File: config.mk
export PLATFORM = sky130hd
export DESIGN_NAME = unicode_stream_transcoder
export DESIGN_NICKNAME = d
export VERILOG_FILES = /design/src/rtl/ust_pkg.sv /design/src/rtl/ust_front.sv /design/src/rtl/ust_cmd_fifo.sv /design/src/rtl/ust_back.sv /design/src/rtl/unicode_stream_transcoder.sv
export VERILOG_INCLUDE_DIRS = /design/src /design/src/rtl
export SDC_FILE = /design/constraint.sdc
export NUM_CORES = 1
export LEC_CHECK = 0
export BUFFER_PORTS_ARGS = -buffer_cell sky130_fd_sc_hd__buf_2
export CORE_MARGIN = 2
export CORE_UTILIZATION = 40
export DETAILED_ROUTE_END_ITERATION = 8
export GPL_TIMING_DRIVEN = 0
export MAX_ROUTING_LAYER = met4
export PLACE_DENSITY_LB_ADDON = 0.2
export SYNTH_ARGS = -nofsm -noshare
export SYNTH_HDL_FRONTEND = slang
export SYNTH_HIERARCHICAL = 1
export SYNTH_SLANG_ARGS = --single-unit
File: constraint.sdc
create_clock -name i_clk -period 6.3 [get_ports i_clk]
set_clock_uncertainty 0.1 [all_clocks]
set_input_delay 1.575 -clock i_clk [delete_from_list [all_inputs] [get_ports i_clk]]
set_output_delay 1.575 -clock i_clk [all_outputs]
set_load 0.05 [all_outputs]
File: src/rtl/unicode_stream_transcoder_macros.svh
// Assertion macros for the transcoder.
`ifndef UNICODE_STREAM_TRANSCODER_MACROS_SVH
`define UNICODE_STREAM_TRANSCODER_MACROS_SVH

`ifndef SYNTHESIS
// Check a property on every rising clock edge outside reset.
`define UST_ASSERT_PROP(lbl, clk, rstn, prop) \
    lbl: assert property (@(posedge clk) disable iff (!(rstn)) (prop)) \
        else $error("transcoder property violated");
// Check that a condition in one cycle implies another in the next cycle.
`define UST_ASSERT_NEXT(lbl, clk, rstn, ante, cons) \
    lbl: assert property (@(posedge clk) disable iff (!(rstn)) (ante) |=> (cons)) \
        else $error("transcoder sequence violated");
`else
`define UST_ASSERT_PROP(lbl, clk, rstn, prop)
`define UST_ASSERT_NEXT(lbl, clk, rstn, ante, cons)
`endif

`endif

File: src/rtl/ust_pkg.sv
`default_nettype none

package ust_pkg;

    typedef enum logic [1:0] {
        ENC_ASCII = 2'd0,
        ENC_UTF8  = 2'd1,
        ENC_UTF16 = 2'd2,
        ENC_UTF32 = 2'd3
    } t_enc;

    typedef enum logic [3:0] {
        ERR_NONE       = 4'd0,
        ERR_UNIT       = 4'd1,
        ERR_LEAD       = 4'd2,
        ERR_CONT       = 4'd3,
        ERR_TRUNC      = 4'd4,
        ERR_OVERLONG   = 4'd5,
        ERR_SURROGATE  = 4'd6,
        ERR_RANGE      = 4'd7,
        ERR_UNREPR     = 4'd8
    } t_err;

    typedef enum logic [1:0] {
        CFG_SOURCE = 2'd0,
        CFG_TARGET = 2'd1
    } t_cfg_idx;

    localparam int UST_QDEPTH = 2;
    localparam int UST_QPTR_W = (UST_QDEPTH > 1) ? $clog2(UST_QDEPTH) : 1;
    localparam int UST_QCNT_W = $clog2(UST_QDEPTH + 1);

    // One decoded beat handed from the front to the back.
    typedef struct packed {
        logic        has_unit;
        logic [20:0] scalar;
        t_err        err;
        logic [31:0] epos;
        logic        eot;
    } t_cmd;

    typedef struct packed {
        logic [20:0] out_unit;
        logic        unit_valid;
        logic        last_of_run;
        logic        text_done;
        t_err        error_code;
        logic [31:0] error_position;
    } t_result;

endpackage

`default_nettype wire

File: src/rtl/ust_front.sv
`default_nettype none

module ust_front
    import ust_pkg::*;
(
    input  wire logic        i_clk,
    input  wire logic        i_rst_n,
    input  wire logic        i_clear,
    input  wire logic        i_accept,
    input  wire logic [31:0] i_code_unit,
    input  wire logic        i_end_of_text,
    input  wire t_enc        i_src_enc,
    input  wire t_enc        i_tgt_enc,
    output logic             o_cmd_valid,
    output t_cmd             o_cmd
);

    logic [20:0] r_partial,    n_partial;
    logic [1:0]  r_needed,     n_needed;
    logic [2:0]  r_seq_len,    n_seq_len;
    logic [31:0] r_lead_pos,   n_lead_pos;
    logic [31:0] r_unit_pos,   n_unit_pos;
    logic [31:0] r_scalar_pos, n_scalar_pos;
    logic        r_err_latched, n_err_latched;

    logic [31:0] u;
    logic [7:0]  u8;
    logic [20:0] sc;
    logic        have;
    t_err        err;
    logic [31:0] epos;

    assign u  = i_code_unit;
    assign u8 = u[7:0];

    always_comb begin
        n_partial     = r_partial;
        n_needed      = r_needed;
        n_seq_len     = r_seq_len;
        n_lead_pos    = r_lead_pos;
        n_unit_pos    = (r_unit_pos == '1) ? r_unit_pos : r_unit_pos + 32'd1;
        n_scalar_pos  = r_scalar_pos;
        n_err_latched = r_err_latched;
        sc            = '0;
        have          = 1'b0;
        err           = ERR_NONE;
        epos          = '0;

        if (!r_err_latched) begin
            case (i_src_enc)
                ENC_ASCII: begin
                    if (u > 32'h7F) begin
                        err  = ERR_UNIT;
                        epos = r_unit_pos;
                    end else begin
                        sc   = {14'd0, u[6:0]};
                        have = 1'b1;
                    end
                end
                ENC_UTF8: begin
                    if (r_needed == 2'd0) begin
                        n_lead_pos = r_unit_pos;
                        if (u[31:8] != 24'd0) begin
                            err  = ERR_UNIT;
                            epos = r_unit_pos;
                        end else if (u8 <= 8'h7F) begin
                            sc   = {14'd0, u8[6:0]};
                            have = 1'b1;
                        end else if (u8 >= 8'hC2 && u8 <= 8'hDF) begin
                            n_partial = {16'd0, u8[4:0]};
                            n_seq_len = 3'd2;
                            n_needed  = 2'd1;
                        end else if (u8 >= 8'hE0 && u8 <= 8'hEF) begin
                            n_partial = {17'd0, u8[3:0]};
                            n_seq_len = 3'd3;
                            n_needed  = 2'd2;
                        end else if (u8 >= 8'hF0 && u8 <= 8'hF4) begin
                            n_partial = {18'd0, u8[2:0]};
                            n_seq_len = 3'd4;
                            n_needed  = 2'd3;
                        end else begin
                            err  = ERR_LEAD;
                            epos = r_unit_pos;
                        end
                    end else if (u[31:8] != 24'd0 || u8[7:6] != 2'b10) begin
                        err  = ERR_CONT;
                        epos = r_unit_pos;
                    end else begin
                        n_partial = {r_partial[14:0], u8[5:0]};
                        n_needed  = r_needed - 2'd1;
                        if (n_needed == 2'd0) begin
                            if ((r_seq_len == 3'd2 && n_partial < 21'h80) ||
                                (r_seq_len == 3'd3 && n_partial < 21'h800) ||
                                (r_seq_len == 3'd4 && n_partial < 21'h10000)) begin
                                err = ERR_OVERLONG;
                            end else if (n_partial >= 21'hD800 && n_partial <= 21'hDFFF) begin
                                err = ERR_SURROGATE;
                            end else if (n_partial > 21'h10FFFF) begin
                                err = ERR_RANGE;
                            end else begin
                                sc   = n_partial;
                                have = 1'b1;
                            end
                            if (err != ERR_NONE) begin
                                epos = r_lead_pos;
                            end
                        end
                    end
                end
                ENC_UTF16: begin
                    if (r_needed == 2'd0) begin
                        if (u[31:16] != 16'd0) begin
                            err  = ERR_UNIT;
                            epos = r_unit_pos;
                        end else if (u[15:10] == 6'b110110) begin
                            n_partial  = {11'd0, u[9:0]};
                            n_needed   = 2'd1;
                            n_lead_pos = r_unit_pos;
                        end else if (u[15:10] == 6'b110111) begin
                            err  = ERR_SURROGATE;
                            epos = r_unit_pos;
                        end else begin
                            sc   = {5'd0, u[15:0]};
                            have = 1'b1;
                        end
                    end else if (u[31:10] != 22'b110111) begin
                        err  = ERR_SURROGATE;
                        epos = r_unit_pos;
                    end else begin
                        // high bits plus one plane offset, low ten bits straight
                        sc       = {r_partial[9:0] + 10'd0 + 11'd64, u[9:0]};
                        n_needed = 2'd0;
                        have     = 1'b1;
                    end
                end
                default: begin
                    if (u >= 32'hD800 && u <= 32'hDFFF) begin
                        err  = ERR_SURROGATE;
                        epos = r_unit_pos;
                    end else if (u > 32'h10FFFF) begin
                        err  = ERR_RANGE;
                        epos = r_unit_pos;
                    end else begin
                        sc   = u[20:0];
                        have = 1'b1;
                    end
                end
            endcase

            if (have) begin
                if (i_tgt_enc == ENC_ASCII && sc > 21'h7F) begin
                    err  = ERR_UNREPR;
                    epos = r_scalar_pos;
                end
                n_scalar_pos = (r_scalar_pos == '1) ? r_scalar_pos : r_scalar_pos + 32'd1;
            end
            if (err == ERR_NONE && i_end_of_text && n_needed != 2'd0) begin
                err  = ERR_TRUNC;
                epos = n_lead_pos;
            end
            if (err != ERR_NONE) begin
                n_err_latched = 1'b1;
            end
        end

        // end of text returns the stream to its starting point
        if (i_end_of_text) begin
            n_partial     = '0;
            n_needed      = '0;
            n_seq_len     = '0;
            n_lead_pos    = '0;
            n_unit_pos    = '0;
            n_scalar_pos  = '0;
            n_err_latched = 1'b0;
        end
    end

    always_comb begin
        o_cmd.has_unit = have && (err == ERR_NONE);
        o_cmd.scalar   = sc;
        o_cmd.err      = err;
        o_cmd.epos     = epos;
        o_cmd.eot      = i_end_of_text;
        o_cmd_valid    = i_accept && (o_cmd.has_unit || err != ERR_NONE || i_end_of_text);
    end

    always_ff @(posedge i_clk) begin
        if (!i_rst_n || i_clear) begin
            r_partial     <= '0;
            r_needed      <= '0;
            r_seq_len     <= '0;
            r_lead_pos    <= '0;
            r_unit_pos    <= '0;
            r_scalar_pos  <= '0;
            r_err_latched <= 1'b0;
        end else if (i_accept) begin
            r_partial     <= n_partial;
            r_needed      <= n_needed;
            r_seq_len     <= n_seq_len;
            r_lead_pos    <= n_lead_pos;
            r_unit_pos    <= n_unit_pos;
            r_scalar_pos  <= n_scalar_pos;
            r_err_latched <= n_err_latched;
        end
    end

endmodule

`default_nettype wire

File: src/rtl/ust_cmd_fifo.sv
`default_nettype none

module ust_cmd_fifo
    import ust_pkg::*;
(
    input  wire logic i_clk,
    input  wire logic i_rst_n,
    input  wire logic i_push,
    input  wire t_cmd i_data,
    input  wire logic i_pop,
    output logic      o_full,
    output logic      o_empty,
    output t_cmd      o_head
);

    t_cmd                  r_mem [UST_QDEPTH];
    logic [UST_QPTR_W-1:0] r_wptr;
    logic [UST_QPTR_W-1:0] r_rptr;
    logic [UST_QCNT_W-1:0] r_count;

    localparam logic [UST_QPTR_W-1:0] PtrLast = UST_QPTR_W'(UST_QDEPTH - 1);
    localparam logic [UST_QCNT_W-1:0] CntFull = UST_QCNT_W'(UST_QDEPTH);

    logic do_push;
    logic do_pop;

    assign o_full  = (r_count == CntFull);
    assign o_empty = (r_count == '0);
    assign o_head  = r_mem[r_rptr];
    assign do_push = i_push && !o_full;
    assign do_pop  = i_pop && !o_empty;

    always_ff @(posedge i_clk) begin
        if (do_push) begin
            r_mem[r_wptr] <= i_data;
        end
    end

    always_ff @(posedge i_clk) begin
        if (!i_rst_n) begin
            r_wptr  <= '0;
            r_rptr  <= '0;
            r_count <= '0;
        end else begin
            if (do_push) begin
                r_wptr <= (r_wptr == PtrLast) ? '0 : r_wptr + 1'b1;
            end
            if (do_pop) begin
                r_rptr <= (r_rptr == PtrLast) ? '0 : r_rptr + 1'b1;
            end
            case ({do_push, do_pop})
                2'b10:   r_count <= r_count + 1'b1;
                2'b01:   r_count <= r_count - 1'b1;
                default: r_count <= r_count;
            endcase
        end
    end

endmodule

`default_nettype wire

File: src/rtl/ust_back.sv
`default_nettype none

module ust_back
    import ust_pkg::*;
(
    input  wire logic i_clk,
    input  wire logic i_rst_n,
    input  wire t_enc i_tgt_enc,
    input  wire logic i_cmd_avail,
    input  wire t_cmd i_cmd,
    output logic      o_cmd_pop,
    input  wire logic i_out_pop,
    output logic      o_out_avail,
    output t_result   o_out
);

    logic [1:0] r_idx;
    logic       r_out_valid;
    t_result    r_out;

    logic [2:0]  cnt;
    logic [20:0] s;
    logic [19:0] t;
    logic [20:0] unit;
    logic        last_unit;
    logic        load;
    t_result     n_out;

    assign s = i_cmd.scalar;
    assign t = s[19:0] - 20'h10000;

    // unit count of the scalar in the target encoding
    always_comb begin
        case (i_tgt_enc)
            ENC_UTF8: begin
                if (s <= 21'h7F)        cnt = 3'd1;
                else if (s <= 21'h7FF)  cnt = 3'd2;
                else if (s <= 21'hFFFF) cnt = 3'd3;
                else                    cnt = 3'd4;
            end
            ENC_UTF16: cnt = (s > 21'hFFFF) ? 3'd2 : 3'd1;
            default:   cnt = 3'd1;
        endcase
    end

    always_comb begin
        unit = s;
        case (i_tgt_enc)
            ENC_UTF8: begin
                case (cnt)
                    3'd2: begin
                        case (r_idx)
                            2'd0:    unit = {13'd0, 3'b110, s[10:6]};
                            default: unit = {13'd0, 2'b10, s[5:0]};
                        endcase
                    end
                    3'd3: begin
                        case (r_idx)
                            2'd0:    unit = {13'd0, 4'b1110, s[15:12]};
                            2'd1:    unit = {13'd0, 2'b10, s[11:6]};
                            default: unit = {13'd0, 2'b10, s[5:0]};
                        endcase
                    end
                    3'd4: begin
                        case (r_idx)
                            2'd0:    unit = {13'd0, 5'b11110, s[20:18]};
                            2'd1:    unit = {13'd0, 2'b10, s[17:12]};
                            2'd2:    unit = {13'd0, 2'b10, s[11:6]};
                            default: unit = {13'd0, 2'b10, s[5:0]};
                        endcase
                    end
                    default: unit = s;
                endcase
            end
            ENC_UTF16: begin
                if (cnt == 3'd2) begin
                    case (r_idx)
                        2'd0:    unit = {5'd0, 6'b110110, t[19:10]};
                        default: unit = {5'd0, 6'b110111, t[9:0]};
                    endcase
                end
            end
            default: unit = s;
        endcase
    end

    assign last_unit = !i_cmd.has_unit || ({1'b0, r_idx} == cnt - 3'd1);
    assign load      = i_cmd_avail && (!r_out_valid || i_out_pop);
    assign o_cmd_pop = load && last_unit;

    always_comb begin
        n_out.out_unit       = i_cmd.has_unit ? unit : '0;
        n_out.unit_valid     = i_cmd.has_unit;
        n_out.last_of_run    = last_unit;
        n_out.text_done      = last_unit && i_cmd.eot;
        n_out.error_code     = i_cmd.err;
        n_out.error_position = i_cmd.epos;
    end

    always_ff @(posedge i_clk) begin
        if (!i_rst_n) begin
            r_idx       <= '0;
            r_out_valid <= 1'b0;
        end else begin
            if (load) begin
                r_out_valid <= 1'b1;
                r_idx       <= last_unit ? 2'd0 : r_idx + 2'd1;
            end else if (i_out_pop) begin
                r_out_valid <= 1'b0;
            end
        end
    end

    always_ff @(posedge i_clk) begin
        if (load) begin
            r_out <= n_out;
        end
    end

    assign o_out_avail = r_out_valid;
    assign o_out       = r_out;

endmodule

`default_nettype wire

File: src/rtl/unicode_stream_transcoder.sv
// Path: accepted items are decoded, queued, then loaded into the output register.
// Throughput: one item per cycle while each yields one result beat and every beat is popped;
// an item whose scalar encodes to k target units yields k beats, stepped by the back end's
// unit index, and a two-entry queue between decoder and encoder absorbs the difference.
// Reset: synchronous, active low; both encodings return to UTF-8 and stream state,
// queue and output valid flag clear. A source or target configuration write restarts the text.
`default_nettype none
`include "unicode_stream_transcoder_macros.svh"

module unicode_stream_transcoder
    import ust_pkg::*;
(
    input  wire logic        i_clk,
    input  wire logic        i_rst_n,
    input  wire logic        i_cfg_we,
    input  wire logic [1:0]  i_cfg_index,
    input  wire logic [1:0]  i_cfg_data,
    input  wire logic        push,
    output logic             full,
    input  wire logic [31:0] i_code_unit,
    input  wire logic        i_end_of_text,
    output logic             empty,
    input  wire logic        pop,
    output logic [20:0]      o_out_unit,
    output logic             o_unit_valid,
    output logic             o_last_of_run,
    output logic             o_text_done,
    output logic [3:0]       o_error_code,
    output logic [31:0]      o_error_position
);

    t_enc    r_src_enc;
    t_enc    r_tgt_enc;
    logic    cfg_clear;
    logic    in_accept;
    logic    q_push;
    t_cmd    q_in;
    logic    q_full;
    logic    q_empty;
    t_cmd    q_head;
    logic    q_pop;
    logic    out_avail;
    logic    out_pop;
    t_result out_beat;

    assign cfg_clear = i_cfg_we &&
        (i_cfg_index == CFG_SOURCE || i_cfg_index == CFG_TARGET);

    always_ff @(posedge i_clk) begin
        if (!i_rst_n) begin
            r_src_enc <= ENC_UTF8;
            r_tgt_enc <= ENC_UTF8;
        end else if (i_cfg_we) begin
            case (i_cfg_index)
                CFG_SOURCE: r_src_enc <= t_enc'(i_cfg_data);
                CFG_TARGET: r_tgt_enc <= t_enc'(i_cfg_data);
                default:    ;
            endcase
        end
    end

    assign full      = q_full;
    assign in_accept = push && !q_full;

    ust_front u_front (
        .i_clk         (i_clk),
        .i_rst_n       (i_rst_n),
        .i_clear       (cfg_clear),
        .i_accept      (in_accept),
        .i_code_unit   (i_code_unit),
        .i_end_of_text (i_end_of_text),
        .i_src_enc     (r_src_enc),
        .i_tgt_enc     (r_tgt_enc),
        .o_cmd_valid   (q_push),
        .o_cmd         (q_in)
    );

    ust_cmd_fifo u_queue (
        .i_clk   (i_clk),
        .i_rst_n (i_rst_n),
        .i_push  (q_push),
        .i_data  (q_in),
        .i_pop   (q_pop),
        .o_full  (q_full),
        .o_empty (q_empty),
        .o_head  (q_head)
    );

    assign out_pop = pop && out_avail;

    ust_back u_back (
        .i_clk       (i_clk),
        .i_rst_n     (i_rst_n),
        .i_tgt_enc   (r_tgt_enc),
        .i_cmd_avail (!q_empty),
        .i_cmd       (q_head),
        .o_cmd_pop   (q_pop),
        .i_out_pop   (out_pop),
        .o_out_avail (out_avail),
        .o_out       (out_beat)
    );

    assign empty            = !out_avail;
    assign o_out_unit       = out_beat.out_unit;
    assign o_unit_valid     = out_beat.unit_valid;
    assign o_last_of_run    = out_beat.last_of_run;
    assign o_text_done      = out_beat.text_done;
    assign o_error_code     = out_beat.error_code;
    assign o_error_position = out_beat.error_position;

    `UST_ASSERT_NEXT(a_push_lands, i_clk, i_rst_n, q_push, !q_empty)
    `UST_ASSERT_PROP(a_push_room, i_clk, i_rst_n, !q_push || !q_full)
    `UST_ASSERT_PROP(a_done_is_last, i_clk, i_rst_n, empty || !o_text_done || o_last_of_run)
    `UST_ASSERT_PROP(a_unit_no_err, i_clk, i_rst_n, empty || !o_unit_valid || o_error_code == ERR_NONE)
    `UST_ASSERT_PROP(a_err_no_unit, i_clk, i_rst_n, empty || o_unit_valid || o_out_unit == 21'd0)

endmodule

`default_nettype wire

Yosys cells after proc, flatten, opt, wreduce, memory -nomap -nowiden
Memory sizes are Yosys's and may differ from the RTL's. A register that Yosys moved wholly into a read port is not among the register bits.
Index checks and enable logic that the tools add are counted.
{"block": "totals", "mem_bits_rw": 118, "mem_count": 1, "register_bits": 188, "out_inout_bits": 62, "inputBits": 42}
{"name": "u_queue.r_mem", "depth": 2, "word_bits": 59, "read_ports": 1, "rd_clocked_by_memory_dff": 1, "write_ports": 1, "line": "ust_cmd_fifo.sv:16", "rtl": "t_cmd r_mem [UST_QDEPTH];"}
{"block": "op_classes", "reduce_logical": 64, "order_cmp": 22, "addsub": 11, "eq_ne": 35, "n_mux": 166}
{"cell": "$mux W32", "count": 33}
{"cell": "$mux W21", "count": 16}
{"cell": "$mux W15", "count": 12}
{"cell": "$pmux W21 S3", "count": 2}
{"cell": "$mux W4", "count": 24}
{"cell": "$pmux W32 S3", "count": 1}
{"cell": "$add A32 B1 Y32 const B", "count": 2}
{"cell": "$eq A32 B32 Y1 const B", "count": 2}
{"cell": "$pmux W32 S2", "count": 1}
{"cell": "$mux W3", "count": 16}
{"cell": "$le A21 B16 Y1 const B", "count": 2}
{"cell": "$pmux W21 S2", "count": 1}
{"cell": "$mux W2", "count": 17}
{"cell": "$ge A32 B16 Y1 const B", "count": 1}
{"cell": "$gt A32 B21 Y1 const B", "count": 1}
{"cell": "$gt A32 B7 Y1 const B", "count": 1}
{"cell": "$le A32 B16 Y1 const B", "count": 1}
{"cell": "$mux W1", "count": 30}
{"cell": "$pmux W15 S2", "count": 1}
{"cell": "$ge A8 B8 Y1 const B", "count": 3}
{"cell": "$le A8 B8 Y1 const B", "count": 3}
{"cell": "$reduce_bool A24 Y1", "count": 1}
{"cell": "$ne A22 B6 Y1 const B", "count": 1}
{"cell": "$ge A21 B16 Y1 const B", "count": 1}
{"cell": "48 further kinds", "count": 125}

Logic depth before layout (Yosys ltp)
{"block": "logic_depth", "depth_word": 31, "depth_mapped": 20, "ltp_nobuf": 18}

Hierarchy
The synthesis kept the hierarchy.
{"module": "ust_front", "n_inst": 1, "area_per_inst_um2": 8269.2, "cells_each": 1059}
{"module": "ust_cmd_fifo", "n_inst": 1, "area_per_inst_um2": 4485.6, "cells_each": 210}
{"module": "ust_back", "n_inst": 1, "area_per_inst_um2": 3181.8, "cells_each": 272}
{"module": "unicode_stream_transcoder", "n_inst": 1, "area_per_inst_um2": 195.2, "cells_each": 21}

Worst setup path after synthesis
No wires, ideal clock.
{"block": "synth_timing", "path_kind": "input -> register", "from": "in i_code_unit[28]", "to": "mem u_queue/r_mem[0][0] (netlist bit) (enable)", "setup_slack_ns": 0.616, "arrival_ns": 5.170, "stages": 12, "path_buffers": 1, "path_cell_list": "nor4_1 > nand3_1 > clkbuf_1 > or3_1 > o31ai_1 > a21oi_1 > and2_1 > o21a_1 > a31oi_1 > inv_1 > or3_1 > inv_1"}
{"block": "synth_via", "elab_chain_len": 25}
{"element": "start: declaration", "line": "unicode_stream_transcoder.sv:20", "rtl": "input wire logic [31:0] i_code_unit,"}
{"element": "parallel branches: the longest is 19 deep, another holds $gt A32 B21 Y1"}
{"element": "$logic_or A1 B1 Y1 * (2 in series)", "line": "ust_front.sv:184", "rtl": "o_cmd_valid = i_accept && (o_cmd.has_unit || err != ERR_NONE || i_end_of_text);"}
{"element": "$logic_and A1 B1 Y1 *", "line": "ust_front.sv:184"}
{"element": "named net q_push", "line": "unicode_stream_transcoder.sv:36", "rtl": "logic q_push;"}
{"element": "$logic_and A1 B1 Y1 *", "line": "ust_cmd_fifo.sv:30", "rtl": "assign do_push = i_push && !o_full;"}
{"element": "$mux W1 *", "line": "ust_cmd_fifo.sv:34", "rtl": "if (do_push) begin"}
{"element": "$mux W1 (not written as such) *", "line": "ust_cmd_fifo.sv:35", "rtl": "r_mem[r_wptr] <= i_data;"}
{"element": "end: declaration", "line": "ust_cmd_fifo.sv:16"}
Mark *: on every way through the listed nets, which the timed path passes. The select of a mux whose other input is x is not followed.

Worst setup path in the final report
{"block": "layout_timing", "from": "in i_code_unit[28]", "to": "mem u_queue/r_mem[0][44] (netlist bit) (enable)"}
The elaborated chain is that of the path after synthesis.

==> summary.txt <==
CP dominant cell by count -> or3_1
Clk_lat worst skew -> 540 ps
Mapped Area -> 0.0161 mm^2
Mean Syn Cell Area -> 10.3 um^2
Area of the multi-input gates -> 0.00759 mm^2
Required time of the worst setup path -> 6410 ps
Antenna Nets Post-Route -> 0
CP Buf/Inv Count -> 5
Hold Slack -> 388 ps
Share of layout cells above drive strength 1 -> 17.1%
Synth top area share -> 33.1%
Sequential Area -> 0.00793 mm^2
Post-synthesis adder-cell area fraction -> 1.55%
Pleak -> 6.25 nW
Max frequency -> 180 MHz
RSZ-0062 raised after global routing -> false
Die Y -> 205 um
I/O Buffers -> 100
Row cnt -> 73
Worst-path clk slew -> 60 ps
Metal2 WL -> 20200 um
Initial Utilization -> 40.6%
Cell at the slowest stage of the critical path -> nor4_1
# diodes -> 0
Total gr overflow -> 0
Post-synthesis mux area share -> 6.86%
Setup ws final -> 743 ps
Metal3 WL -> 3650 um
Via count -> 13132
Design Area, Final -> 0.0185 mm^2
Hold Violations, Final -> 0
Highest metal used -> met4
Total Nets Final -> 1762
PostCTS Resize Cnt -> 0
Worst path top cell family by delay -> simple AND/OR/NAND/NOR gates
Async SR Flop Fraction -> 0%
Wire per inst -> 20.8 um
Simple-gate share of the synthesized area -> 17.1%
CTS Buffer Depth -> 3
CTS root buf -> clkbuf_16
Cts bufs inserted -> 34
Via-to-Cell Ratio -> 5.83
Clock sinks -> 307
Gate Count Post-Synth -> 1562
P per Cell Area -> 353 mW/mm^2
Vias in the first global route -> 12181
HP Start -> u_front/r_partial[10]
GPL Wtd Cong -> 0.927
Final period util -> 88.2%
Largest family of logic cells by synthesized area -> compound AO/OA/AOI/OAI gates
# DRC -> 0
Syn Nets -> 1624
Drt total wl -> 46700 um
Die ar. -> 0.0420 mm^2
XOR/XNOR Fraction of Synth Area -> 3.42%
Final Non-Filler Cells -> 2251
Largest net degree at the start of global routing -> 60
Placed cell areas -> 0.0173 mm^2
Worst Tran Pin Value -> 1090 ps
Core area -> 0.0397 mm^2
Final-report setup violation count -> 0
Met1 Wirelength -> 21700 um
Synth Register Bits -> 307
Area Growth Syn to Fin -> 14.5%
Post-CTS Setup Inserts -> 0
Status -> finished, final reports clean
HP Class -> flip-flop to flip-flop
Crit-path max FO -> 38
Critical Path Start -> i_code_unit[28]
Post-synthesis sequential area ratio -> 49.1%
DIE WIDTH -> 205 um
Worst Setup End Kind -> flip-flop
Initial antenna violation count -> 1
# IOs -> 104
Worst path cell trace -> buf_2 > nor4_1 > nand3_1 > clkbuf_1 > or3_1 > o31ai_1 > a21oi_1 > and2_1 > o21a_1 > a31oi_1 > inv_1 > or3_1 > inv_2 > buf_12
Number of flops mapped to enable cells by yosys -> 178
H-tree depth -> 2
YS warnings -> 6
CP peak stage delay -> 460 ps
MaxCap Viol Count -> 0
Total global-route track usage -> 22.8%
CTS tree -> yes
# fillers -> 3761
Relative slew slack -> 26.6%
DP Worst Slack -> 245 ps
Peak supply drop -> 0.199 mV
Compound-Gate Fraction of Synth Area -> 18.0%
Crit path kind -> input port to flip-flop
Top_reg_cell synth -> edfxtp_1
Fin. max-slew vios -> 0
Cells after DPL -> 2189
CP startpoint kind -> input port
Min Tclk post-route -> 5560 ps
Hpwl dp -> 33900 um
Initial DRC count -> 1113
Synth top area cells -> edfxtp_1, dfxtp_1, mux2_2
First-pass GRT wire length -> 71700 um
First-pass DRT Iterations -> 8
Synth unique cells -> 85
Setup tns final -> 0 ps
Hold buffers post-CTS -> 0
Crit path DAT -> 5670 ps
Cell taking the most area after synthesis -> edfxtp_1
-- worst reg2reg max path: stages (launching register included) --
cell,delay (ps)
dfxtp_1,300
buf_2,160
buf_2,310
mux2_2,460
inv_1,100
ha_1,140
or4b_4,470
or3_4,350
a2111oi_4,520
nand2b_1,230
nor2_1,50
nor2_1,80
nor3_1,50
ha_1,290
nand4b_2,270
a21oi_1,200
o21a_1,180
ha_1,270
or3_1,350
a21boi_1,140
-- cell usage in the layout, fill, tap and decap left out, drive strengths merged, types with 44 or more instances in the layout --
cell type,instances
dfxtp,129
buf,131
xor2,47
nand2,83
nand4,46
nor2,141
o21ai,44
a21oi,89
inv,46
nand3,50
mux2,60
a22oi,72
nor2b,47
edfxtp,178
clkbuf,124
-- final cells by class --
class,instances,area share [%]
flip-flops and latches,307,42.9
repair buffers,102,2.93
plain buffers,105,2.46
well taps,525,3.56
clock buffers,48,5.32
multi-input cells,1105,41.1
clock inverters,14,0.840
inverters,45,0.914
-- synthesized netlist by cell type, drive strengths merged, types with 44 or more instances --
| library cell | number |
|---|---|
| edfxtp | 178 |
| nor2 | 141 |
| dfxtp | 129 |
| a21oi | 89 |
| nand2 | 83 |
| clkbuf | 76 |
| a22oi | 72 |
| mux2 | 60 |
| nand3 | 50 |
| nor2b | 47 |
| xor2 | 47 |
| nand4 | 46 |
| inv | 45 |
| o21ai | 44 |
-- through the flow --
| step | total power [mW] | utilization [%] |
|---|---|---|
| finish | 6.52 | 46.5 |
| global route | 6.81 | 46.5 |
| CTS | 6.58 | 46.5 |
| detailed placement | 4.59 | 43.6 |
| global placement | 4.58 | 43.5 |
| floorplan | 4.06 | - |
-- power by group --
part	leakage, nW	switching [mW]	internal (mW)
registers	2.72	0.0871	2.56
logic	2.98	1.43	0.474
clock network	0.555	0.831	1.15
total	6.25	2.34	4.18
-- logic make-up (layout without fill, tap and decap cells) --
family,count (synthesis),after routing
simple gates,529,529
compound gates,390,390
flops,307,307
buf+inv,150,314
mux,103,103
xor+xnor,63,63
fa+ha+maj,20,20
-- state kept, by name (all words and copies together), names as in the netlist, 2 cells and up, named ones only --
register	count
r_src_enc	2
r_tgt_enc	2
u_back/o_out	60
u_back/r_idx	2
u_front/r_lead_pos	32
u_front/r_needed	2
u_front/r_partial	15
u_front/r_scalar_pos	32
u_front/r_seq_len	3
u_front/r_unit_pos	32
u_queue/r_count	2
u_queue/r_mem	118
-- path summary, 6_finish.rpt --
path              depth (start not counted)                     to  slack (ps)
hold reg to reg                           2  u_front/r_partial[10]         390
setup reg to reg                         19     u_queue/r_count[1]        1210
setup / recovery                         14   u_queue/r_mem[0][44]         740
hold / removal                            2  u_front/r_partial[10]         390
-- metal layers --
metal  vias to the layer above  track usage, %
met5                         -               -
li1                       6175               -
met4                         0            6.94
met1                      6365            32.2
met3                        91            4.65
met2                       501            32.6
(Power assumes the default switching activity.)
